[config.mk]
export PLATFORM = sky130hd
export DESIGN_NAME = sorted_merge_dedup_unit
export DESIGN_NICKNAME = d
export VERILOG_FILES = /design/src/rtl/smd_pkg.sv /design/src/rtl/sorted_merge_dedup_unit.sv /design/src/rtl/smd_ram.sv
export SDC_FILE = /design/constraint.sdc
export NUM_CORES = 2
export LEC_CHECK = 0
export BUFFER_PORTS_ARGS = -buffer_cell sky130_fd_sc_hd__buf_2
export CAP_MARGIN = 20
export CORE_UTILIZATION = 45
export CTS_CLUSTER_DIAMETER = 200
export DETAILED_ROUTE_END_ITERATION = 8
export GPL_TIMING_DRIVEN = 0
export HOLD_SLACK_MARGIN = 0.12
export PLACE_DENSITY = 0.62
export SYNTH_ARGS = -nofsm -noshare
export SYNTH_HDL_FRONTEND = slang
export SYNTH_HIERARCHICAL = 1
export SYNTH_SLANG_ARGS = --single-unit
[constraint.sdc]
create_clock -name i_clk -period 5.6 [get_ports i_clk]
set_clock_uncertainty 0.05 [all_clocks]
set_input_delay 1.12 -clock i_clk [delete_from_list [all_inputs] [get_ports i_clk]]
set_output_delay 1.12 -clock i_clk [all_outputs]
set_load 0.01 [all_outputs]
[src/rtl/smd_pkg.sv]
// Shared types and constants for the sorted merge and deduplication unit.
package smd_pkg;

    localparam int DATA_W = 32;
    localparam int OP_W   = 2;

    localparam logic [OP_W-1:0] OP_APPEND_A = 2'd0;
    localparam logic [OP_W-1:0] OP_APPEND_B = 2'd1;
    localparam logic [OP_W-1:0] OP_MERGE    = 2'd2;

    typedef enum logic {
        ST_IDLE,
        ST_MERGE
    } t_state;

endpackage

[src/rtl/sorted_merge_dedup_unit.sv]
// Top level: two list stores, merge sequencer and registered result output.
// Results: an append request gives no result. A merge request moves the sequencer
// into its merge state; results are then loaded into the output register while it
// is free and follow one per cycle while the output is taken.
// Throughput: appends one per cycle while no merge runs; a merge holds the input
// (tready low) until its last result is loaded into the output register.
// Reset: synchronous active low; clears counts, overflow flag, state and output
// valid. Store contents stay undefined until written and are read only below counts.
module sorted_merge_dedup_unit
    import smd_pkg::*;
#(
    parameter int DEPTH = 32
) (
    input  logic              i_clk,
    input  logic              i_rst_n,
    // Request side
    input  logic              s_axis_tvalid,
    output logic              s_axis_tready,
    input  logic [31:0]       s_axis_tdata,   // [31:0] value
    input  logic [1:0]        s_axis_tuser,   // [1:0] operation
    // Result side
    output logic              m_axis_tvalid,
    input  logic              m_axis_tready,
    output logic [31:0]       m_axis_tdata,   // [31:0] merged_value
    output logic              m_axis_tlast,   // last
    output logic [1:0]        m_axis_tuser    // [0] empty_res, [1] overflow
);

    localparam int AW = (DEPTH > 1) ? $clog2(DEPTH) : 1;
    localparam int CW = $clog2(DEPTH + 1);
    localparam logic [CW-1:0] CNT_FULL = CW'(DEPTH);

    // Control state
    t_state          r_state, n_state;
    logic [CW-1:0]   r_cnt_a, n_cnt_a;
    logic [CW-1:0]   r_cnt_b, n_cnt_b;
    logic [CW-1:0]   r_ia, n_ia;
    logic [CW-1:0]   r_ib, n_ib;
    logic            r_dropped, n_dropped;

    // Output register
    logic              r_out_valid;
    logic [DATA_W-1:0] r_out_data, n_out_data;
    logic              r_out_last, n_out_last;
    logic              r_out_empty, n_out_empty;
    logic              r_out_ovf;

    // Store interface
    logic [DATA_W-1:0] a_head, b_head;
    logic              wr_a, wr_b;

    logic in_req;
    logic out_free;
    logic out_load;
    logic a_left, b_left;
    logic take_a, take_b, drop_b;
    logic both_empty;
    logic merge_done;

    assign in_req   = s_axis_tvalid && s_axis_tready;
    assign out_free = !r_out_valid || m_axis_tready;

    // Appends write at the current fill count; a full list drops the request.
    assign wr_a = in_req && (s_axis_tuser == OP_APPEND_A) && (r_cnt_a < CNT_FULL);
    assign wr_b = in_req && (s_axis_tuser == OP_APPEND_B) && (r_cnt_b < CNT_FULL);

    // Read addresses follow the next head indices so the registered heads line up
    // with r_ia and r_ib.
    smd_ram #(.DEPTH(DEPTH), .AW(AW)) u_store_a (
        .i_clk     (i_clk),
        .i_wr_en   (wr_a),
        .i_wr_addr (r_cnt_a[AW-1:0]),
        .i_wr_data (s_axis_tdata),
        .i_rd_addr (n_ia[AW-1:0]),
        .o_rd_data (a_head)
    );

    smd_ram #(.DEPTH(DEPTH), .AW(AW)) u_store_b (
        .i_clk     (i_clk),
        .i_wr_en   (wr_b),
        .i_wr_addr (r_cnt_b[AW-1:0]),
        .i_wr_data (s_axis_tdata),
        .i_rd_addr (n_ib[AW-1:0]),
        .o_rd_data (b_head)
    );

    // Head compare: smaller head wins, A wins a tie and B's match is dropped.
    assign a_left     = r_ia < r_cnt_a;
    assign b_left     = r_ib < r_cnt_b;
    assign both_empty = (r_cnt_a == '0) && (r_cnt_b == '0);
    assign take_a     = a_left && (!b_left || ($signed(a_head) <= $signed(b_head)));
    assign take_b     = b_left && (!a_left || ($signed(b_head) <  $signed(a_head)));
    assign drop_b     = a_left && b_left && (a_head == b_head);

    // Datapath next values
    always_comb begin
        n_cnt_a     = r_cnt_a;
        n_cnt_b     = r_cnt_b;
        n_dropped   = r_dropped;
        n_ia        = r_ia;
        n_ib        = r_ib;
        n_out_data  = r_out_data;
        n_out_last  = 1'b0;
        n_out_empty = 1'b0;
        merge_done  = 1'b0;

        if (r_state == ST_IDLE) begin
            // Hold indices at the list heads, ready for the next merge.
            n_ia = '0;
            n_ib = '0;
            if (in_req) begin
                case (s_axis_tuser)
                    OP_APPEND_A: begin
                        if (wr_a) n_cnt_a = r_cnt_a + 1'b1;
                        else      n_dropped = 1'b1;
                    end
                    OP_APPEND_B: begin
                        if (wr_b) n_cnt_b = r_cnt_b + 1'b1;
                        else      n_dropped = 1'b1;
                    end
                    default: begin
                    end
                endcase
            end
        end else if (out_load) begin
            if (both_empty) begin
                n_out_data  = '0;
                n_out_last  = 1'b1;
                n_out_empty = 1'b1;
                merge_done  = 1'b1;
            end else begin
                // Advance past the emitted head and any dropped match.
                n_out_data = take_a ? a_head : b_head;
                n_ia       = r_ia + CW'(take_a);
                n_ib       = r_ib + CW'(take_b || drop_b);
                n_out_last = (n_ia == r_cnt_a) && (n_ib == r_cnt_b);
                merge_done = n_out_last;
            end
            if (merge_done) begin
                n_cnt_a   = '0;
                n_cnt_b   = '0;
                n_dropped = 1'b0;
            end
        end
    end

    // Next state
    always_comb begin
        n_state = r_state;
        case (r_state)
            ST_IDLE: begin
                if (in_req && (s_axis_tuser == OP_MERGE)) n_state = ST_MERGE;
            end
            ST_MERGE: begin
                if (merge_done) n_state = ST_IDLE;
            end
            default: n_state = ST_IDLE;
        endcase
    end

    // State outputs
    always_comb begin
        s_axis_tready = 1'b0;
        out_load      = 1'b0;
        case (r_state)
            ST_IDLE:  s_axis_tready = 1'b1;
            ST_MERGE: out_load      = out_free;
            default: begin
            end
        endcase
    end

    always_ff @(posedge i_clk) begin
        if (!i_rst_n) begin
            r_state     <= ST_IDLE;
            r_cnt_a     <= '0;
            r_cnt_b     <= '0;
            r_ia        <= '0;
            r_ib        <= '0;
            r_dropped   <= 1'b0;
            r_out_valid <= 1'b0;
        end else begin
            r_state   <= n_state;
            r_cnt_a   <= n_cnt_a;
            r_cnt_b   <= n_cnt_b;
            r_ia      <= n_ia;
            r_ib      <= n_ib;
            r_dropped <= n_dropped;
            if (out_load)           r_out_valid <= 1'b1;
            else if (m_axis_tready) r_out_valid <= 1'b0;
        end
    end

    // Result payload; overflow is sampled before the flag clears at the end.
    always_ff @(posedge i_clk) begin
        if (out_load) begin
            r_out_data  <= n_out_data;
            r_out_last  <= n_out_last;
            r_out_empty <= n_out_empty;
            r_out_ovf   <= r_dropped;
        end
    end

    assign m_axis_tvalid = r_out_valid;
    assign m_axis_tdata  = r_out_data;
    assign m_axis_tlast  = r_out_last;
    assign m_axis_tuser  = {r_out_ovf, r_out_empty};

    // Head indices never pass the list fill counts during a merge.
    a_idx_bound: assert property (@(posedge i_clk) disable iff (!i_rst_n)
        (r_state == ST_MERGE) |-> ((r_ia <= r_cnt_a) && (r_ib <= r_cnt_b)))
        else $error("merge index beyond list count");

    // Fill counts stay within the store depth.
    a_cnt_bound: assert property (@(posedge i_clk) disable iff (!i_rst_n)
        (r_cnt_a <= CNT_FULL) && (r_cnt_b <= CNT_FULL))
        else $error("list count beyond depth");

    // Loading the final result empties both lists and clears overflow.
    a_clear_end: assert property (@(posedge i_clk) disable iff (!i_rst_n)
        merge_done |=> ((r_cnt_a == '0) && (r_cnt_b == '0) && !r_dropped
                        && (r_state == ST_IDLE)))
        else $error("lists not cleared after merge");

    // An empty-merge marker is always the last result of its run.
    a_empty_last: assert property (@(posedge i_clk) disable iff (!i_rst_n)
        (m_axis_tvalid && m_axis_tuser[0]) |-> m_axis_tlast)
        else $error("empty marker without last");

endmodule

[src/rtl/smd_ram.sv]
// Single-port-write, single-port-read list store with registered read data.
module smd_ram
    import smd_pkg::*;
#(
    parameter int DEPTH = 32,
    parameter int AW    = (DEPTH > 1) ? $clog2(DEPTH) : 1
) (
    input  logic              i_clk,
    input  logic              i_wr_en,
    input  logic [AW-1:0]     i_wr_addr,
    input  logic [DATA_W-1:0] i_wr_data,
    input  logic [AW-1:0]     i_rd_addr,
    output logic [DATA_W-1:0] o_rd_data
);

    logic [DATA_W-1:0] mem [DEPTH];
    logic [DATA_W-1:0] r_rd_data;

    always_ff @(posedge i_clk) begin
        if (i_wr_en) begin
            mem[i_wr_addr] <= i_wr_data;
        end
    end

    always_ff @(posedge i_clk) begin
        r_rd_data <= mem[i_rd_addr];
    end

    assign o_rd_data = r_rd_data;

endmodule

==> summary.md <==
| Metric | Value |
|---|---|
| Die W | 438 um |
| P_int | 26.3 mW |
| Layout cell share with drive strength beyond 1 | 15.0% |
| Crit path DAT | 6.02 ns |
| Wire length per cell | 27.6 um |
| Asr flop ratio synth | 0% |
| FF+latch count, synth | 2,174 |
| Routed WL | 223,000 um |
| R2r worst-path depth | 19 |
| Root Driver | clkbuf_16 |
| First-pass GRT wire length | 315,000 um |
| Postcts setup bufs | 0 |
| GRT Total Usage | 23.0% |
| Top-level port count | 75 |
| Maximum clock path buffer count | 3 |
| Pin count of the biggest net entering global routing | 65 |
| Skew-Pair Late Insertion Delay | 0.85 ns |
| Setup TNS | 0 ns |
| Die area | 191,000 um2 |
| Fin util | 52.6% |
| H-tree levels | 4 |
| Crit. Startpoint | u_store_a/o_rd_data[9] |
| Net Switching | 6.55 mW |
| Initial Utilization | 45.4% |
| Die Span Y | 438 um |
| CP Depth | 19 |
| Status | finished with violations |
| Critical Path Fanout Max | 10 |
| Core Region | 188,000 um2 |
| Synth unique cells | 55 |
| Hold crit path type | reg2reg |
| DR vias/cell | 5.74 |
| Required @ worst endpoint | 6.17 ns |
| Antenna violations before repair | 17 |
| Antenna viol nets, final | 0 |
| Synth warnings | 6 |
| DRC viols | 10 |
| Crit path buffers/inverters | 3 |
| Routability congestion estimate | 0.901 |
| Most numerous cell on the critical path | ha_1 |
| Sequential share of power | 54.4% |
| Clock power frac | 43.0% |
| Max Cap Viol | 0 |
| Leak | 30.3 nW |
| Synth Cell Area | 85,400 um2 |
| Number of synthesized flops with an enable pin | 2,083 |
| Fin. Hold Viols | 0 |
| Worst setup EP type | flop |
| Nets | 5,483 |
| CTS Buf Count | 209 |
| Fillers | 14,900 |
| Standard-cell rows | 159 |
| DRT Pass-1 Iters | 8 |
| Syn Area/Cell | 17.0 um2 |
| Post-Syn Instances | 5,021 |
| CP cell instances | inv_1 -> ha_1 -> a21oi_1 -> o21ai_1 -> a221oi_4 -> nor2b_1 -> or4_4 -> nand2_1 -> a31oi_1 -> ha_1 -> ha_1 -> nand2_1 -> o21ai_0 -> and2b_1 -> buf_4 -> clkbuf_1 -> a22oi_1 -> a31oi_1 -> nand3_2 |
| Detailed placement HPWL | 149,000 um |
| Reg2reg end | u_store_b/o_rd_data[25] |
| Commonest non-fill, non-tap cell in the layout | edfxtp_1 |
| Final period util | 97.3% |
| R2r setup slk | 0.15 ns |
| CTS tree | yes |
| CP top delay family | compound AO/OA/AOI/OAI gates |
| R2r startpoint | u_store_a/o_rd_data[9] |
| Initial drt markers | 4,789 |
| Slew @ Worst Pin | 1.19 ns |
| Syn_nets | 5,109 |
| Total global routing overflow | 0 |
| Setup CP Type | reg2reg |
| PD cells | 332 nW/um2 |
| Slew Viols, Final | 0 |
| Post-synthesis sequential area ratio | 75.4% |
| Slew Limit Headroom | 20.6% |
| Total number of vias | 46,300 |
| Critical Path Max Stage Delay | 0.54 ns |
| # port buffers | 73 |
| Combinational group share of total power | 2.6% |
| Number of setup violations in the final report | 0 |
| Maximum vdd drop | 0.348 mV |
| Failing checks | DRC |
| Fmax achieved | 184 MHz |
| Crit-path slowest cell | clkbuf_1 |
| Most frequent cells in the layout | edfxtp_1, mux2i_1, nand2_1, clkbuf_16, a21oi_1 |
| Synth Flop Type | edfxtp_1 |
| Sw Share | 20.0% |
| Synth-to-layout area growth | 15.8% |
| Sink Count | 2,174 |
| HP Start | r_dropped |
| Min-Delay Endpoint | r_out_ovf |
| Critical path launch point type | flop |
| Vias in the first global route | 45,200 |
| Fin crit period | 5.45 ns |
| Clock-pin transition on the worst setup and hold timing paths | 0.06 ns |
| Hold depth | 0 |
==> power groups by stage <==
| stage | logic (mW) | registers, mW | clock network (mW) |
|---|---|---|---|
| floorplan | 0.267 | 18.2 | 0 |
| global placement | 0.756 | 18.2 | 0 |
| detailed placement | 0.830 | 18.2 | 0 |
| CTS | 0.839 | 17.9 | 14.3 |
| global route | 0.888 | 17.9 | 15.0 |
| finish | 0.843 | 17.9 | 14.1 |
==> flip-flops by register name (all words and copies together), names as in the netlist <==
signal / flops
r_cnt_a: 6
m_axis_tvalid: 1
r_ia: 6
r_dropped: 1
r_ib: 6
r_state: 1
u_store_b/o_rd_data: 32
r_cnt_b: 6
u_store_a/mem: 1024
r_out_ovf: 1
m_axis_tlast: 1
r_out_empty: 1
u_store_b/mem: 1024
m_axis_tdata: 32
u_store_a/o_rd_data: 32
==> worst register-to-register path: stages, from the launching register on <==
cell,delay [ns]
dfxtp_1,0.36
inv_1,0.06
ha_1,0.30
a21oi_1,0.16
o21ai_1,0.15
a221oi_4,0.41
nor2b_1,0.13
or4_4,0.52
nand2_1,0.09
a31oi_1,0.12
ha_1,0.24
ha_1,0.31
nand2_1,0.05
o21ai_0,0.26
and2b_1,0.23
buf_4,0.24
clkbuf_1,0.54
a22oi_1,0.20
a31oi_1,0.51
nand3_2,0.32
==> timing repair <==
| action | 4_1_cts | 5_1_grt |
|---|---|---|
| hold buffers | 0 | 0 |
| hold endpoints to repair | 0 | 0 |
| gates resized for setup | 85 | 71 |
| setup endpoints to repair | 64 | 64 |
| pin swaps | 1 | 0 |
==> worst max-delay path by stage <==
stage / slack (ns) / to
2_1_floorplan: 1.33 / u_store_a/mem[12][0]
3_3_place_gp: -1.50 / u_store_b/o_rd_data[15]
3_5_place_dp: -0.86 / u_store_b/o_rd_data[11]
4_1_cts: 0.0008 / u_store_a/o_rd_data[1]
5_1_grt: -0.10 / u_store_b/o_rd_data[16]
6_report: 0.15 / u_store_b/o_rd_data[25]
==> synthesized netlist by cell type (all sizes together), types with 2 or more instances <==
| cell type | instances | area (um2) |
|---|---|---|
| a31oi | 73 | 472 |
| nand2b | 7 | 43.8 |
| a21oi | 209 | 1050 |
| xnor2 | 14 | 123 |
| o211ai | 2 | 20.0 |
| o311a | 3 | 30.0 |
| edfxtp | 2083 | 62500 |
| nor2b | 5 | 31.3 |
| or3 | 5 | 31.3 |
| nand3b | 11 | 82.6 |
| dfxtp | 91 | 1820 |
| and4 | 2 | 17.5 |
| xor2 | 6 | 52.6 |
| and3 | 3 | 18.8 |
| a211o | 2 | 17.5 |
| clkbuf | 109 | 424 |
| nor2 | 98 | 373 |
| nand4 | 11 | 68.8 |
| a21boi | 3 | 33.8 |
| o21ai | 21 | 105 |
| a31o | 3 | 26.3 |
| nor3 | 72 | 360 |
| inv | 50 | 188 |
| nand3 | 210 | 1060 |
| or3b | 6 | 52.6 |
| a22oi | 193 | 1450 |
| ha | 50 | 626 |
| buf | 165 | 1190 |
| nor4b | 2 | 17.5 |
| or2 | 4 | 25.0 |
| and2b | 2 | 15.0 |
| mux2i | 1056 | 10600 |
| nand2 | 293 | 1100 |
| nor4 | 3 | 18.8 |
| a22o | 128 | 1120 |
| and2 | 17 | 106 |
==> final cells by class <==
type | instances | area [um2] | share of cell area [%]
sequential | 2174 | 64400 | 65.1
multi-input combinational | 2522 | 20100 | 20.3
clock buffer | 281 | 5830 | 5.90
tap | 2495 | 3120 | 3.16
timing repair buffer | 165 | 2410 | 2.43
buffer | 272 | 1700 | 1.72
clock inverter | 107 | 1060 | 1.07
inverter | 51 | 191 | 0.194
antenna | 11 | 27.5 | 0.0279
==> through the flow <==
step / power, mW / std cells / cell area (um2) / worst slack (ns) / hold WS [ns]
final: 32.9 / 8078 / 98800 / 0.151 / 0.392
after global routing: 33.7 / 8068 / 98800 / -0.101 / 0.402
after CTS: 33.1 / 8066 / 98500 / 0.000842 / 0.392
after detailed placement: 19.1 / 7678 / 91300 / -0.865 / 0.383
after global placement: 19.0 / 7589 / 88800 / -1.50 / 0.373
after floorplan: 18.5 / 5021 / 85400 / 1.33 / 0.359
==> cell families (layout without fill, tap and decap cells) <==
kind of cell               count (synthesis)  in the layout  share of synthesized area [%]
adders and majority gates                 50             50                          0.733
muxes                                   1056           1056                           12.4
and+or+nand+nor                          753            753                           4.03
DFF                                     2174           2174                           75.4
AOI/OAI and AO/OA                        643            643                           5.12
other                                      0             11                              0
buffers and inverters                    325            876                           2.12
xor gates and xnor gates                  20             20                          0.205
==> layer usage <==
layer | vias up | global-route usage [%] | wire length (um)
li1 | 20400 | - | -
met1 | 23900 | 32.8 | 95200
met2 | 1709 | 35.8 | 103000
met3 | 307 | 3.56 | 16700
met4 | 2 | 8.08 | 7480
met5 | - | 0 | 14
No activity file was read; power rests on OpenSTA's default activity.
